### src/sv/gregorian_day_difference_macros.svh
// Assertion macros used by the day difference controller.
`ifndef GREGORIAN_DAY_DIFFERENCE_MACROS_SVH
`define GREGORIAN_DAY_DIFFERENCE_MACROS_SVH

`ifndef SYNTH

// Checks a condition at every clock edge outside reset.
`define GDD_ASSERT(lbl, cond) \
  lbl: assert property (@(posedge clk_i) disable iff (!rst_ni) (cond)) \
    else $error("assertion failed");

// Checks that a trigger is followed by a condition in the next cycle.
`define GDD_ASSERT_NEXT(lbl, trig, cond) \
  lbl: assert property (@(posedge clk_i) disable iff (!rst_ni) (trig) |=> (cond)) \
    else $error("assertion failed");

`else

`define GDD_ASSERT(lbl, cond)
`define GDD_ASSERT_NEXT(lbl, trig, cond)

`endif

`endif

### src/sv/gdd_pkg.sv
// Types, constants and calendar tables for the day difference block.
package gdd_pkg;

  localparam int unsigned DayW   = 5;
  localparam int unsigned MonthW = 4;
  localparam int unsigned YearW  = 14;
  localparam int unsigned CountW = 22;
  localparam int unsigned CentW  = 8;

  // Reciprocal of 100 scaled by 2**19; exact for every 14-bit year.
  localparam int unsigned RecipShift = 19;
  localparam int unsigned ProdW      = 27;
  localparam logic [ProdW-1:0] Recip100 = ProdW'(5243);

  localparam logic [YearW-1:0]  YearMax = YearW'(9999);
  localparam logic [MonthW-1:0] MonthJan = MonthW'(1);
  localparam logic [MonthW-1:0] MonthFeb = MonthW'(2);
  localparam logic [MonthW-1:0] MonthDec = MonthW'(12);

  // Sequencer states.
  typedef enum logic [2:0] {
    StIdle,
    StDivStart,
    StChkStart,
    StNumStart,
    StDivEnd,
    StChkEnd,
    StNumEnd,
    StFinish
  } state_e;

  // Commands from the controller to the datapath.
  typedef struct packed {
    logic load_in;
    logic sel_end;
    logic do_div;
    logic do_chk;
    logic do_num;
    logic load_out;
  } cmd_t;

  // Length of a month; 0 for a month code that means nothing.
  function automatic logic [DayW-1:0] days_in_month(input logic [MonthW-1:0] m,
                                                    input logic leap);
    logic [DayW-1:0] len;
    case (m)
      4'd1, 4'd3, 4'd5, 4'd7, 4'd8, 4'd10, 4'd12: len = 5'd31;
      4'd4, 4'd6, 4'd9, 4'd11:                    len = 5'd30;
      4'd2:                                       len = leap ? 5'd29 : 5'd28;
      default:                                    len = 5'd0;
    endcase
    return len;
  endfunction

  // Days of a common year that lie before the first of a month.
  function automatic logic [8:0] days_before_month(input logic [MonthW-1:0] m);
    logic [8:0] n;
    case (m)
      4'd1:    n = 9'd0;
      4'd2:    n = 9'd31;
      4'd3:    n = 9'd59;
      4'd4:    n = 9'd90;
      4'd5:    n = 9'd120;
      4'd6:    n = 9'd151;
      4'd7:    n = 9'd181;
      4'd8:    n = 9'd212;
      4'd9:    n = 9'd243;
      4'd10:   n = 9'd273;
      4'd11:   n = 9'd304;
      4'd12:   n = 9'd334;
      default: n = 9'd0;
    endcase
    return n;
  endfunction

endpackage

### src/sv/gdd_datapath.sv
// Datapath: operand registers, year splitter, day number builder and result register.
module gdd_datapath (
  input  logic                            clk_i,
  input  logic                            rst_ni,
  input  gdd_pkg::cmd_t                   cmd_i,
  input  logic [47:0]                     in_data_i,
  output logic [gdd_pkg::CountW-1:0]      day_count_o,
  output logic                            date_invalid_o
);

  logic [gdd_pkg::DayW-1:0]   sd_q, ed_q;
  logic [gdd_pkg::MonthW-1:0] sm_q, em_q;
  logic [gdd_pkg::YearW-1:0]  sy_q, ey_q;
  logic                       inc_q;

  logic [gdd_pkg::CentW-1:0]  cent_q;
  logic [gdd_pkg::CentW-1:0]  pcent_q, pcent_d;
  logic                       leap_q, leap_d;
  logic                       bad_q, bad_d;
  logic                       ok;
  logic [gdd_pkg::CountW-1:0] a_q, b_q, num;
  logic [gdd_pkg::CountW-1:0] count_q, count_d;
  logic                       inv_q;

  logic [gdd_pkg::DayW-1:0]   d_sel;
  logic [gdd_pkg::MonthW-1:0] m_sel;
  logic [gdd_pkg::YearW-1:0]  y_sel, py, rem;
  logic [gdd_pkg::ProdW-1:0]  prod;
  logic                       rem_zero;
  logic [gdd_pkg::CountW-1:0] diff;

  // Operand selection between the start and the end date.
  assign d_sel = cmd_i.sel_end ? ed_q : sd_q;
  assign m_sel = cmd_i.sel_end ? em_q : sm_q;
  assign y_sel = cmd_i.sel_end ? ey_q : sy_q;

  // Year divided by 100 through the reciprocal multiplier.
  assign prod = gdd_pkg::ProdW'(y_sel) * gdd_pkg::Recip100;

  // Remainder by 100, leap year test and validity of the selected date.
  always_comb begin
    rem      = y_sel - gdd_pkg::YearW'(cent_q) * gdd_pkg::YearW'(100);
    rem_zero = (rem == '0);
    leap_d   = ((y_sel[1:0] == 2'b00) && !rem_zero) || (rem_zero && (cent_q[1:0] == 2'b00));
    pcent_d  = rem_zero ? cent_q - 8'd1 : cent_q;
    ok       = (y_sel != '0) && (y_sel <= gdd_pkg::YearMax) &&
               (m_sel >= gdd_pkg::MonthJan) && (m_sel <= gdd_pkg::MonthDec) &&
               (d_sel != '0) && (d_sel <= gdd_pkg::days_in_month(m_sel, leap_d));
    bad_d    = bad_q | ~ok;
  end

  // Ordinal day number of the selected date; the first day of year one is 1.
  always_comb begin
    py  = y_sel - 14'd1;
    num = gdd_pkg::CountW'(py) * 22'd365
        + gdd_pkg::CountW'(py >> 2)
        - gdd_pkg::CountW'(pcent_q)
        + gdd_pkg::CountW'(pcent_q >> 2)
        + gdd_pkg::CountW'(gdd_pkg::days_before_month(m_sel))
        + gdd_pkg::CountW'((m_sel > gdd_pkg::MonthFeb) && leap_q)
        + gdd_pkg::CountW'(d_sel);
  end

  // Count: zero for a bad date, else span (zero if end <= start) plus end day flag.
  always_comb begin
    diff    = (a_q < b_q) ? b_q - a_q : '0;
    count_d = bad_q ? '0 : diff + gdd_pkg::CountW'(inc_q);
  end

  // Error flag is control state and is reset.
  always_ff @(posedge clk_i or negedge rst_ni) begin
    if (!rst_ni) begin
      bad_q <= 1'b0;
    end else if (cmd_i.load_in) begin
      bad_q <= 1'b0;
    end else if (cmd_i.do_chk) begin
      bad_q <= bad_d;
    end
  end

  // Payload registers.
  always_ff @(posedge clk_i) begin
    if (cmd_i.load_in) begin
      sd_q  <= in_data_i[4:0];
      sm_q  <= in_data_i[8:5];
      sy_q  <= in_data_i[22:9];
      ed_q  <= in_data_i[27:23];
      em_q  <= in_data_i[31:28];
      ey_q  <= in_data_i[45:32];
      inc_q <= in_data_i[46];
    end
    if (cmd_i.do_div) begin
      cent_q <= prod[gdd_pkg::RecipShift +: gdd_pkg::CentW];
    end
    if (cmd_i.do_chk) begin
      leap_q  <= leap_d;
      pcent_q <= pcent_d;
    end
    if (cmd_i.do_num) begin
      if (cmd_i.sel_end) begin
        b_q <= num;
      end else begin
        a_q <= num;
      end
    end
    if (cmd_i.load_out) begin
      count_q <= count_d;
      inv_q   <= bad_q;
    end
  end

  assign day_count_o    = count_q;
  assign date_invalid_o = inv_q;

endmodule

### src/sv/gdd_ctrl.sv
// Controller: sequencer over the two dates and the handshakes of both sides.
`include "gregorian_day_difference_macros.svh"

module gdd_ctrl (
  input  logic          clk_i,
  input  logic          rst_ni,
  input  logic          in_valid_i,
  output logic          in_ready_o,
  output logic          out_valid_o,
  input  logic          out_ready_i,
  output gdd_pkg::cmd_t cmd_o
);

  gdd_pkg::state_e state_q, state_d;
  logic            out_valid_q, out_valid_d;
  logic            out_free;

  assign out_free = !out_valid_q || out_ready_i;

  // Next state.
  always_comb begin
    state_d = state_q;
    case (state_q)
      gdd_pkg::StIdle:     if (in_valid_i) state_d = gdd_pkg::StDivStart;
      gdd_pkg::StDivStart: state_d = gdd_pkg::StChkStart;
      gdd_pkg::StChkStart: state_d = gdd_pkg::StNumStart;
      gdd_pkg::StNumStart: state_d = gdd_pkg::StDivEnd;
      gdd_pkg::StDivEnd:   state_d = gdd_pkg::StChkEnd;
      gdd_pkg::StChkEnd:   state_d = gdd_pkg::StNumEnd;
      gdd_pkg::StNumEnd:   state_d = gdd_pkg::StFinish;
      gdd_pkg::StFinish:   if (out_free) state_d = gdd_pkg::StIdle;
      default:             state_d = gdd_pkg::StIdle;
    endcase
  end

  // Command outputs.
  always_comb begin
    cmd_o      = '0;
    in_ready_o = 1'b0;
    case (state_q)
      gdd_pkg::StIdle: begin
        in_ready_o    = 1'b1;
        cmd_o.load_in = in_valid_i;
      end
      gdd_pkg::StDivStart: cmd_o.do_div = 1'b1;
      gdd_pkg::StChkStart: cmd_o.do_chk = 1'b1;
      gdd_pkg::StNumStart: cmd_o.do_num = 1'b1;
      gdd_pkg::StDivEnd: begin
        cmd_o.sel_end = 1'b1;
        cmd_o.do_div  = 1'b1;
      end
      gdd_pkg::StChkEnd: begin
        cmd_o.sel_end = 1'b1;
        cmd_o.do_chk  = 1'b1;
      end
      gdd_pkg::StNumEnd: begin
        cmd_o.sel_end = 1'b1;
        cmd_o.do_num  = 1'b1;
      end
      gdd_pkg::StFinish: cmd_o.load_out = out_free;
      default: cmd_o = '0;
    endcase
  end

  // Output word valid: set on load, cleared when the word is taken.
  always_comb begin
    out_valid_d = out_valid_q;
    if (out_valid_q && out_ready_i) begin
      out_valid_d = 1'b0;
    end
    if (cmd_o.load_out) begin
      out_valid_d = 1'b1;
    end
  end

  always_ff @(posedge clk_i or negedge rst_ni) begin
    if (!rst_ni) begin
      state_q     <= gdd_pkg::StIdle;
      out_valid_q <= 1'b0;
    end else begin
      state_q     <= state_d;
      out_valid_q <= out_valid_d;
    end
  end

  assign out_valid_o = out_valid_q;

  `GDD_ASSERT_NEXT(a_load_shows, cmd_o.load_out, out_valid_o)
  `GDD_ASSERT_NEXT(a_accept_starts, in_valid_i && in_ready_o, state_q == gdd_pkg::StDivStart)
  `GDD_ASSERT_NEXT(a_end_finishes, state_q == gdd_pkg::StNumEnd, state_q == gdd_pkg::StFinish)
  `GDD_ASSERT(a_no_overwrite, !(cmd_o.load_out && out_valid_q && !out_ready_i))

endmodule

### src/sv/gregorian_day_difference.sv
// Top level of the Gregorian day difference block.
// Each input word carries two dates and an end day flag and yields one output word with
// the day count between them, or zero with the invalid flag set if either date is not a
// real calendar date. One word is worked on at a time: a sequencer passes each date in
// turn through one shared year splitter (a reciprocal multiply by 1/100, then the leap
// test and validity check) and one day number builder, through the divide, check and
// number steps for the start date, then for the end date, then a finish step that loads
// the result; the next input word is taken in the cycle after the result is loaded.
// The result register lets a new word start while the previous result still waits; a
// stalled output only holds the sequencer in its last step.
module gregorian_day_difference (
  input  logic        clk_i,
  input  logic        rst_ni,
  input  logic        s_axis_tvalid_i,
  output logic        s_axis_tready_o,
  // From bit 0: start_day[5], start_month[4], start_year[14], end_day[5], end_month[4],
  // end_year[14], include_end[1], one zero pad bit.
  input  logic [47:0] s_axis_tdata_i,
  output logic        m_axis_tvalid_o,
  input  logic        m_axis_tready_i,
  // From bit 0: day_count[22], two zero pad bits.
  output logic [23:0] m_axis_tdata_o,
  // Bit 0: date_invalid.
  output logic        m_axis_tuser_o
);

  gdd_pkg::cmd_t              cmd;
  logic [gdd_pkg::CountW-1:0] day_count;

  // Sequencer.
  gdd_ctrl u_ctrl (
    .clk_i       (clk_i),
    .rst_ni      (rst_ni),
    .in_valid_i  (s_axis_tvalid_i),
    .in_ready_o  (s_axis_tready_o),
    .out_valid_o (m_axis_tvalid_o),
    .out_ready_i (m_axis_tready_i),
    .cmd_o       (cmd)
  );

  // Arithmetic.
  gdd_datapath u_datapath (
    .clk_i          (clk_i),
    .rst_ni         (rst_ni),
    .cmd_i          (cmd),
    .in_data_i      (s_axis_tdata_i),
    .day_count_o    (day_count),
    .date_invalid_o (m_axis_tuser_o)
  );

  assign m_axis_tdata_o = {2'b00, day_count};

endmodule
### config.mk
export PLATFORM = sky130hd
export DESIGN_NAME = gregorian_day_difference
export DESIGN_NICKNAME = d
export VERILOG_FILES = /design/src/sv/gdd_pkg.sv /design/src/sv/gdd_datapath.sv /design/src/sv/gdd_ctrl.sv /design/src/sv/gregorian_day_difference.sv
export VERILOG_INCLUDE_DIRS = /design/src /design/src/sv
export SDC_FILE = /design/constraint.sdc
export NUM_CORES = 1
export LEC_CHECK = 0
export BUFFER_PORTS_ARGS = -buffer_cell sky130_fd_sc_hd__buf_2
export CAP_MARGIN = 20
export CORE_UTILIZATION = 25
export DETAILED_ROUTE_END_ITERATION = 12
export PLACE_DENSITY_LB_ADDON = 0.08
export SYNTH_ARGS = -nofsm -noshare
export SYNTH_HDL_FRONTEND = slang
export SYNTH_SLANG_ARGS = --single-unit
### constraint.sdc
create_clock -name clk_i -period 13.24 [get_ports clk_i]
set_clock_uncertainty 0.15 [all_clocks]
set_input_delay 2.648 -clock clk_i [delete_from_list [all_inputs] [get_ports clk_i]]
set_output_delay 2.648 -clock clk_i [all_outputs]
set_load 0.05 [all_outputs]
==> results of run 1 <==
==> cell families (layout without fill, tap and decap cells) <==
logic type      count (synthesis)  after routing  share of synthesized area
buf+inv                       337            436                    0.08063
other cells                     1              2                  0.0002304
compound gates                225            225                    0.09539
xor+xnor                       85             85                    0.04658
fa+ha+maj                     443            443                     0.4134
mux                            31             31                    0.01991
simple gates                  286            286                    0.09454
flops                         136            136                     0.2493
==> metrics by stage <==
step	cell area (µm²)	utilization	hold slack [ns]	cells	worst slack, ns
2_1_floorplan	16280	-	0.3470	1545	4.495
3_3_place_gp	17730	0.2755	0.4675	2467	3.353
3_5_place_dp	17730	0.2755	0.4717	2467	3.302
4_1_cts	18320	0.2847	0.5009	2499	3.318
5_1_grt	18320	0.2847	0.5316	2499	2.825
6_report	18320	0.2847	0.4942	2499	3.514
==> registers in the layout (all words and copies together) (netlist names) <==
register / count
u_ctrl.out_valid_o: 1
u_datapath.a_q: 22
u_datapath.bad_q: 1
u_datapath.inc_q: 1
u_datapath.em_q: 4
u_datapath.ed_q: 5
u_datapath.date_invalid_o: 1
u_datapath.sm_q: 4
u_datapath.leap_q: 1
u_datapath.ey_q: 14
u_datapath.sy_q: 14
u_datapath.b_q: 22
u_datapath.sd_q: 5
u_datapath.cent_q: 8
u_datapath.pcent_q: 8
u_datapath.day_count_o: 22
u_ctrl.state_q: 3
==> cells in the final DEF, fill, tap and decap left out, drive strengths merged, types with 5 or more instances in the layout <==
master and count:
mux2 8, o21ai 38, a21o 24, edfxtp 131
xor2 31, nor2 65, a31o 5, dfrtp 5
or2 5, nand3 36, nand2 58, nand4 6
nor3 20, o31ai 7, buf 90, inv 319
mux2i 23, xnor2 53, o211ai 8, clkinv 5
o21a 10, a31oi 9, or3 13, fa 158
and3 15, ha 285, nor4 7, clkbuf 17
nor2b 17, nand2b 13, a21boi 8, a2111oi 6
a21oi 59, a211o 7, and2 9, a211oi 9
==> how the worst max path moves through the flow <==
| stage | slack, ns | to | start | cells after the start |
|---|---|---|---|---|
| final | 3.51 | u_datapath.b_q[20]$_DFFE_PP_ | u_ctrl.state_q[2]$_DFFE_PN0P_ | 27 |
| after global routing | 2.82 | u_datapath.b_q[20]$_DFFE_PP_ | u_ctrl.state_q[2]$_DFFE_PN0P_ | 27 |
| after CTS | 3.32 | u_datapath.b_q[20]$_DFFE_PP_ | u_ctrl.state_q[2]$_DFFE_PN0P_ | 27 |
| after detailed placement | 3.30 | u_datapath.a_q[20]$_DFFE_PP_ | u_ctrl.state_q[2]$_DFFE_PN0P_ | 24 |
| after global placement | 3.35 | u_datapath.a_q[20]$_DFFE_PP_ | u_ctrl.state_q[2]$_DFFE_PN0P_ | 24 |
| after floorplan | 4.49 | u_datapath.a_q[20]$_DFFE_PP_ | u_ctrl.state_q[0]$_DFFE_PN0P_ | 29 |
==> layer usage <==
metal | vias to the layer above | wire, µm | global-route usage
met4 | 0 | 596 | 0.03886
li1 | 5417 | - | -
met2 | 124 | 19450 | 0.2161
met3 | 26 | 915 | 0.02413
met1 | 5045 | 19020 | 0.1629
met5 | - | 0 | 0
==> area by class of cell <==
cell class                      count  area [µm²]  area share
Tap cell                          855        1070     0.05840
Clock buffer                       17       425.4     0.02322
Sequential cell                   136        4059      0.2216
Clock inverter                     15       167.7    0.009152
Timing Repair Buffer               90       488.0     0.02664
Inverter                          314        1179     0.06434
Multi-Input combinational cell   1072       10930      0.5967
==> results.cfg, run 1 <==
[route]
vias_per_cell = 4.246
ant_nets = 0
drc = 0
num_vias = 10612
first_pass_iters = 4
drtIter0Drc = 362
wire_per_inst_um = 16.00
wl_um = 39980

[yosys]
synth_most_common_cell = inv_1
synth-seq-cells = 136
ys_seq_area_frac = 0.2493
synth_edf_count = 131
synth_area_leader_cell = edfxtp_1
async_reset_ff_frac = 0.03676
yosys-top-cells-area = edfxtp_1 24%, ha_1 22%, fa_1 19%
synth_cell_types = 88
syn_inst = 1544
ys_top_cells_by_count = 313 x inv_1, 285 x ha_1, 158 x fa_1
yosys_warnings = 0
synthFlopType = edfxtp_1
synth_top_area_frac = 0.2417
avgSynthCellArea_um2 = 10.54
syn_area_um2 = 16280

[cts]
ctsResizeCount = 0
cts-buffers-inserted = 17
post-cts-setup-buffer-count = 0
cts.htree.levels = 4
clk_path_buf_depth = 2
cts_tree = built
clock_latency_ns = 0.49
clk_pin_slew_ns = 0.07
cts.sinks = 136
ctsHoldBuffers = 0
ctsRootBufferMaster = clkbuf_16

[global_route]
grt_max_degree = 47
antenna_found_initial = 0
grt_pass1_wl_um = 63500
grt-ovfl-total = 0
grt_use_total = 0.1274
first_global_vias = 11106

[worst_hold_path]
holdPathEnd = u_datapath.a_q[0]$_DFFE_PP_
hp-class = flop to flop
hold_start = u_datapath.pcent_q[2]$_DFFE_PP_
holdPathStages = 1

[critical_path]
reg2reg_from = u_ctrl.state_q[2]$_DFFE_PN0P_
cp-end-kind = flop
cpMostUsedCell = inv_1
cp_slowest_cell = o41ai_1
crit_family = adder cells
r2r-end = u_datapath.b_q[20]$_DFFE_PP_
critPathLaunchType = flop
cp_max_fo = 26
rrSetupSlack_ns = 3.51
reg2reg_depth = 27
crit_path_max_incr_delay_ns = 0.86
critPathKind = flop to flop
worst-path-buf-inv = 6
worst_ep_arrival_time_ns = 9.79
cp.required_ns = 13.31

[placement]
port_buffers = 75
place_congestion = 0.7863
post-dp-hpwl_um = 33680

[layout]
nets = 2126
area_growth_syn_to_layout_pct = 12.54
fillers = 6806
drive_above_1_share = 0.1010
antenna_cells = 0

[sta]
rsz0062_at_grt = no
finalCriticalPeriod_ns = 9.726
relSlewSlack = 0.3159
tns_ns = 0
final-max-slew-violation-count = 0
min_period_over_period = 0.7346
clock.fmax_ghz = 0.1028
final-hold-violation-count = 0
setup_violations = 0
tightest_slew_ns = 1.022

[run_status]
outcome = finished clean

[floorplanning]
ios = 79
dieWidth_um = 257.2
rows = 93
dieArea_um2 = 66140
core_um2 = 64350
start_util = 0.2530
die_h_um = 257.2

[flow_run]
drv_cap = 0
Power of run 1 is left out: the tool's default activity adds up to more than one toggle a clock period on the data nets, which glitch-free logic cannot reach.
==> run 2: changes to the inputs <==
==> constraint.sdc (replaced) <==
create_clock -name clk_i -period 9.1 [get_ports clk_i]
set_clock_uncertainty 0.15 [all_clocks]
set_input_delay 1.82 -clock clk_i [delete_from_list [all_inputs] [get_ports clk_i]]
set_output_delay 1.82 -clock clk_i [all_outputs]
set_load 0.05 [all_outputs]
==> results.cfg, run 2 (synthesis gave the netlist of run 1 again) <==
[run_status]
outcome = finished clean

[critical_path]
cp-end-kind = flop
crit_path_max_incr_delay_ns = 0.55
rrSetupSlack_ns = 0.95
cp_slowest_cell = fa_1
cp.required_ns = 9.17
cp_max_fo = 9
worst_ep_arrival_time_ns = 8.21
cpMostUsedCell = inv_1
critPathKind = flop to flop
critPathLaunchType = flop

[sta]
final-hold-violation-count = 0
tns_ns = 0
clock.fmax_ghz = 0.1228
rsz0062_at_grt = no
relSlewSlack = 0.3434
finalCriticalPeriod_ns = 8.146
tightest_slew_ns = 0.9813
min_period_over_period = 0.8952
setup_violations = 0
final-max-slew-violation-count = 0

[layout]
final_cell_mix = 313 x inv_1, 285 x ha_1, 158 x fa_1
fillers = 6746
seqCellArea_um2 = 4059
final_common_cell = inv_1
area_growth_syn_to_layout_pct = 13.85
nets = 2158
drive_above_1_share = 0.1181
multi_input_area_um2 = 10930
antenna_cells = 0

[route]
drtIter0Drc = 412
drc = 0
num_vias = 10704
ant_nets = 0
first_pass_iters = 4
wl_um = 39870
wire_per_inst_um = 15.75
vias_per_cell = 4.229

[placement]
post-dp-hpwl_um = 34040
place_congestion = 0.7787
port_buffers = 75

[global_route]
grt_use_total = 0.1278
antenna_found_initial = 0
first_global_vias = 11351
grt-ovfl-total = 0
grt_pass1_wl_um = 64140
grt_max_degree = 47

[floorplanning]
dieArea_um2 = 66140
dieWidth_um = 257.2
die_h_um = 257.2
start_util = 0.2530
core_um2 = 64350
rows = 93
ios = 79

[cts]
ctsHoldBuffers = 0
clk_path_buf_depth = 2
ctsResizeCount = 0
cts-buffers-inserted = 17
clk_pin_slew_ns = 0.08
cts_tree = built
post-cts-setup-buffer-count = 0
cts.sinks = 136
cts.htree.levels = 4
ctsRootBufferMaster = clkbuf_16
clock_latency_ns = 0.49

[flow_run]
drv_cap = 0

[worst_hold_path]
hp-class = flop to flop
## run 2: worst max-delay path: cells and delay by family (launching register included)
| kind | cells | cell delay [ns] |
|---|---|---|
| adders and majority gates | 8 | 3.17 |
| muxes | 1 | 0.41 |
| AOI/OAI and AO/OA | 10 | 2.42 |
| xor gates and xnor gates | 2 | 0.40 |
| buffers and inverters | 7 | 0.78 |
| DFF | 1 | 0.51 |
## run 2: cell type report
class,instances,share of cell area
Inverter,314,0.06360
Clock inverter,15,0.007629
Tap cell,855,0.05772
Clock buffer,17,0.02295
Sequential cell,136,0.2190
Multi-Input combinational cell,1072,0.5898
Timing Repair Buffer,122,0.03929
## run 2: routing by layer
layer  up-vias  part of all wire  routed length (µm)  track usage
met2       107              0.48               19190       0.2147
met5         -                 0                   0            0
li1       5469                 -                   -            -
met3        29             0.020                 810      0.02128
met4         0             0.015                 609      0.03902
met1      5099              0.48               19270       0.1668
## run 2: path summary, 6_finish.rpt
kind / from / end / cells after the start
setup / recovery: u_ctrl.state_q[2]$_DFFE_PN0P_ / u_datapath.a_q[20]$_DFFE_PP_ / 28
hold / removal: u_datapath.pcent_q[2]$_DFFE_PP_ / u_datapath.a_q[0]$_DFFE_PP_ / 1
setup reg to reg: u_ctrl.state_q[2]$_DFFE_PN0P_ / u_datapath.a_q[20]$_DFFE_PP_ / 28
hold reg to reg: u_datapath.pcent_q[2]$_DFFE_PP_ / u_datapath.a_q[0]$_DFFE_PP_ / 1
max in group asynchronous: rst_ni / u_ctrl.state_q[1]$_DFFE_PN0P_ / 1
min in group asynchronous: rst_ni / u_ctrl.state_q[0]$_DFFE_PN0P_ / 1
## run 2: per-stage QoR
stage	utilization	hold WS (ns)	setup WS (ns)	instance area, µm²	instances
2_1_floorplan	-	0.3470	0.3548	16280	1545
3_3_place_gp	0.2792	0.4850	0.7775	17970	2499
3_5_place_dp	0.2792	0.4786	0.7784	17970	2499
4_1_cts	0.2880	0.5092	0.7399	18530	2531
5_1_grt	0.2880	0.5458	0.3349	18530	2531
6_report	0.2880	0.5213	0.9538	18530	2531
Power of run 2 is left out for the same reason.
==> run 3: changes to the inputs <==
--- a/config.mk
+++ b/config.mk
@@ -9,6 +9,7 @@
 export BUFFER_PORTS_ARGS = -buffer_cell sky130_fd_sc_hd__buf_2
 export CAP_MARGIN = 20
 export CORE_UTILIZATION = 25
+export CTS_BUF_LIST = sky130_fd_sc_hd__clkbuf_8
 export DETAILED_ROUTE_END_ITERATION = 12
 export PLACE_DENSITY_LB_ADDON = 0.08
 export SYNTH_ARGS = -nofsm -noshare
==> results.cfg, run 3 (synthesis gave the netlist of run 1 again) <==
[run_status]
outcome = finished clean

[worst_hold_path]
hp-class = flop to flop
hold_start = u_datapath.bad_q$_DFFE_PN0P_
holdPathStages = 1
holdPathEnd = u_datapath.date_invalid_o$_DFFE_PP_

[critical_path]
rrSetupSlack_ns = 0.94
r2r-end = u_datapath.a_q[20]$_DFFE_PP_
cp-end-kind = flop
cp.required_ns = 9.25
crit_path_max_incr_delay_ns = 0.55
cp_slowest_cell = fa_1
critPathLaunch = u_ctrl.state_q[2]$_DFFE_PN0P_
reg2reg_from = u_ctrl.state_q[2]$_DFFE_PN0P_
reg2reg_depth = 28
cp_max_fo = 9
worst_ep_arrival_time_ns = 8.31
critPathKind = flop to flop
critPathLaunchType = flop
cpMostUsedCell = inv_1

[global_route]
first_global_vias = 11345
antenna_found_initial = 1
grt_pass1_wl_um = 64130
grt_use_total = 0.1280
grt-ovfl-total = 0
grt_max_degree = 47

[cts]
ctsResizeCount = 0
cts_tree = built
ctsRootBufferMaster = clkbuf_8
clock_latency_ns = 0.57
ctsHoldBuffers = 0
post-cts-setup-buffer-count = 0
clk_pin_slew_ns = 0.10
cts.sinks = 136
clk_path_buf_depth = 2
cts.htree.levels = 4
cts-buffers-inserted = 17

[placement]
post-place-cells = 2499
dp_slack_ns = 0.7784
place_congestion = 0.7787
port_buffers = 75
post-dp-hpwl_um = 34040

[floorplanning]
ios = 79
start_util = 0.2530
dieArea_um2 = 66140
rows = 93
die_h_um = 257.2
dieWidth_um = 257.2
core_um2 = 64350

[sta]
setup_violations = 0
final-hold-violation-count = 0
final-max-slew-violation-count = 0
min_period_over_period = 0.8963
rsz0062_at_grt = no
setup_ws_ns = 0.9438
relSlewSlack = 0.3337
clock.fmax_ghz = 0.1226
tightest_slew_ns = 0.9958
tns_ns = 0
finalCriticalPeriod_ns = 8.156

[route]
num_vias = 10728
first_pass_iters = 4
drtIter0Drc = 385
vias_per_cell = 4.237
wire_per_inst_um = 15.77
wl_um = 39930
drc = 0
ant_nets = 0

[layout]
fin_cells = 2532
postLayoutCoreUtil = 0.2851
drive_above_1_share = 0.1181
final_common_cell = inv_1
area_growth_syn_to_layout_pct = 12.69
fillers = 6769
final_cell_mix = 313 x inv_1, 285 x ha_1, 158 x fa_1
nets = 2158

[flow_run]
drv_cap = 0
-- run 3: cell count changes in the layout (fill, tap and decap cells not counted), sizes merged --
cell,before,now
diode,0,1
-- run 3: critical path, delay by kind of cell (launching register included) --
family,cells,cell delay [ns]
adder cells (fa/ha/maj),8,3.17
AO/OA/AOI/OAI,10,2.43
XOR/XNOR,2,0.40
buffers and inverters,7,0.78
flip-flops,1,0.53
multiplexers,1,0.41
-- run 3: per-stage QoR --
| step | hold WS [ns] | cell area (µm²) |
|---|---|---|
| after detailed placement | 0.4786 | 17970 |
| after global placement | 0.4850 | 17970 |
| after CTS | 0.5183 | 18340 |
| after floorplan | 0.3470 | 16280 |
| after global routing | 0.5566 | 18340 |
| final | 0.5305 | 18340 |
-- run 3: metal layers --
layer	vias up	GRT usage	share of wire
met2	112	0.2144	0.48
met4	0	0.04001	0.015
met5	-	0	0
met1	5121	0.1665	0.48
li1	5468	-	-
met3	27	0.02246	0.024
-- run 3: area by class of cell --
| class | count | area, µm² | share of cell area |
|---|---|---|---|
| sequential | 136 | 4059 | 0.2213 |
| clock buffer | 17 | 234.0 | 0.01275 |
| antenna | 1 | 2.502 | 0.0001364 |
| inverter | 314 | 1179 | 0.06425 |
| tap | 855 | 1070 | 0.05832 |
| timing repair buffer | 122 | 728.2 | 0.03970 |
| clock inverter | 15 | 141.4 | 0.007708 |
| multi-input combinational | 1072 | 10930 | 0.5959 |
-- run 3: worst max-delay path by stage --
| stage | depth (start not counted) | endpoint | slack, ns |
|---|---|---|---|
| 2_1_floorplan | 29 | u_datapath.a_q[20]$_DFFE_PP_ | 0.35 |
| 4_1_cts | 29 | u_datapath.a_q[19]$_DFFE_PP_ | 0.73 |
| 5_1_grt | 26 | u_datapath.a_q[19]$_DFFE_PP_ | 0.33 |
| 6_report | 28 | u_datapath.a_q[20]$_DFFE_PP_ | 0.94 |
| 3_5_place_dp | 28 | u_datapath.b_q[20]$_DFFE_PP_ | 0.78 |
| 3_3_place_gp | 26 | u_datapath.b_q[21]$_DFFE_PP_ | 0.78 |
Power of run 3 is left out for the same reason.
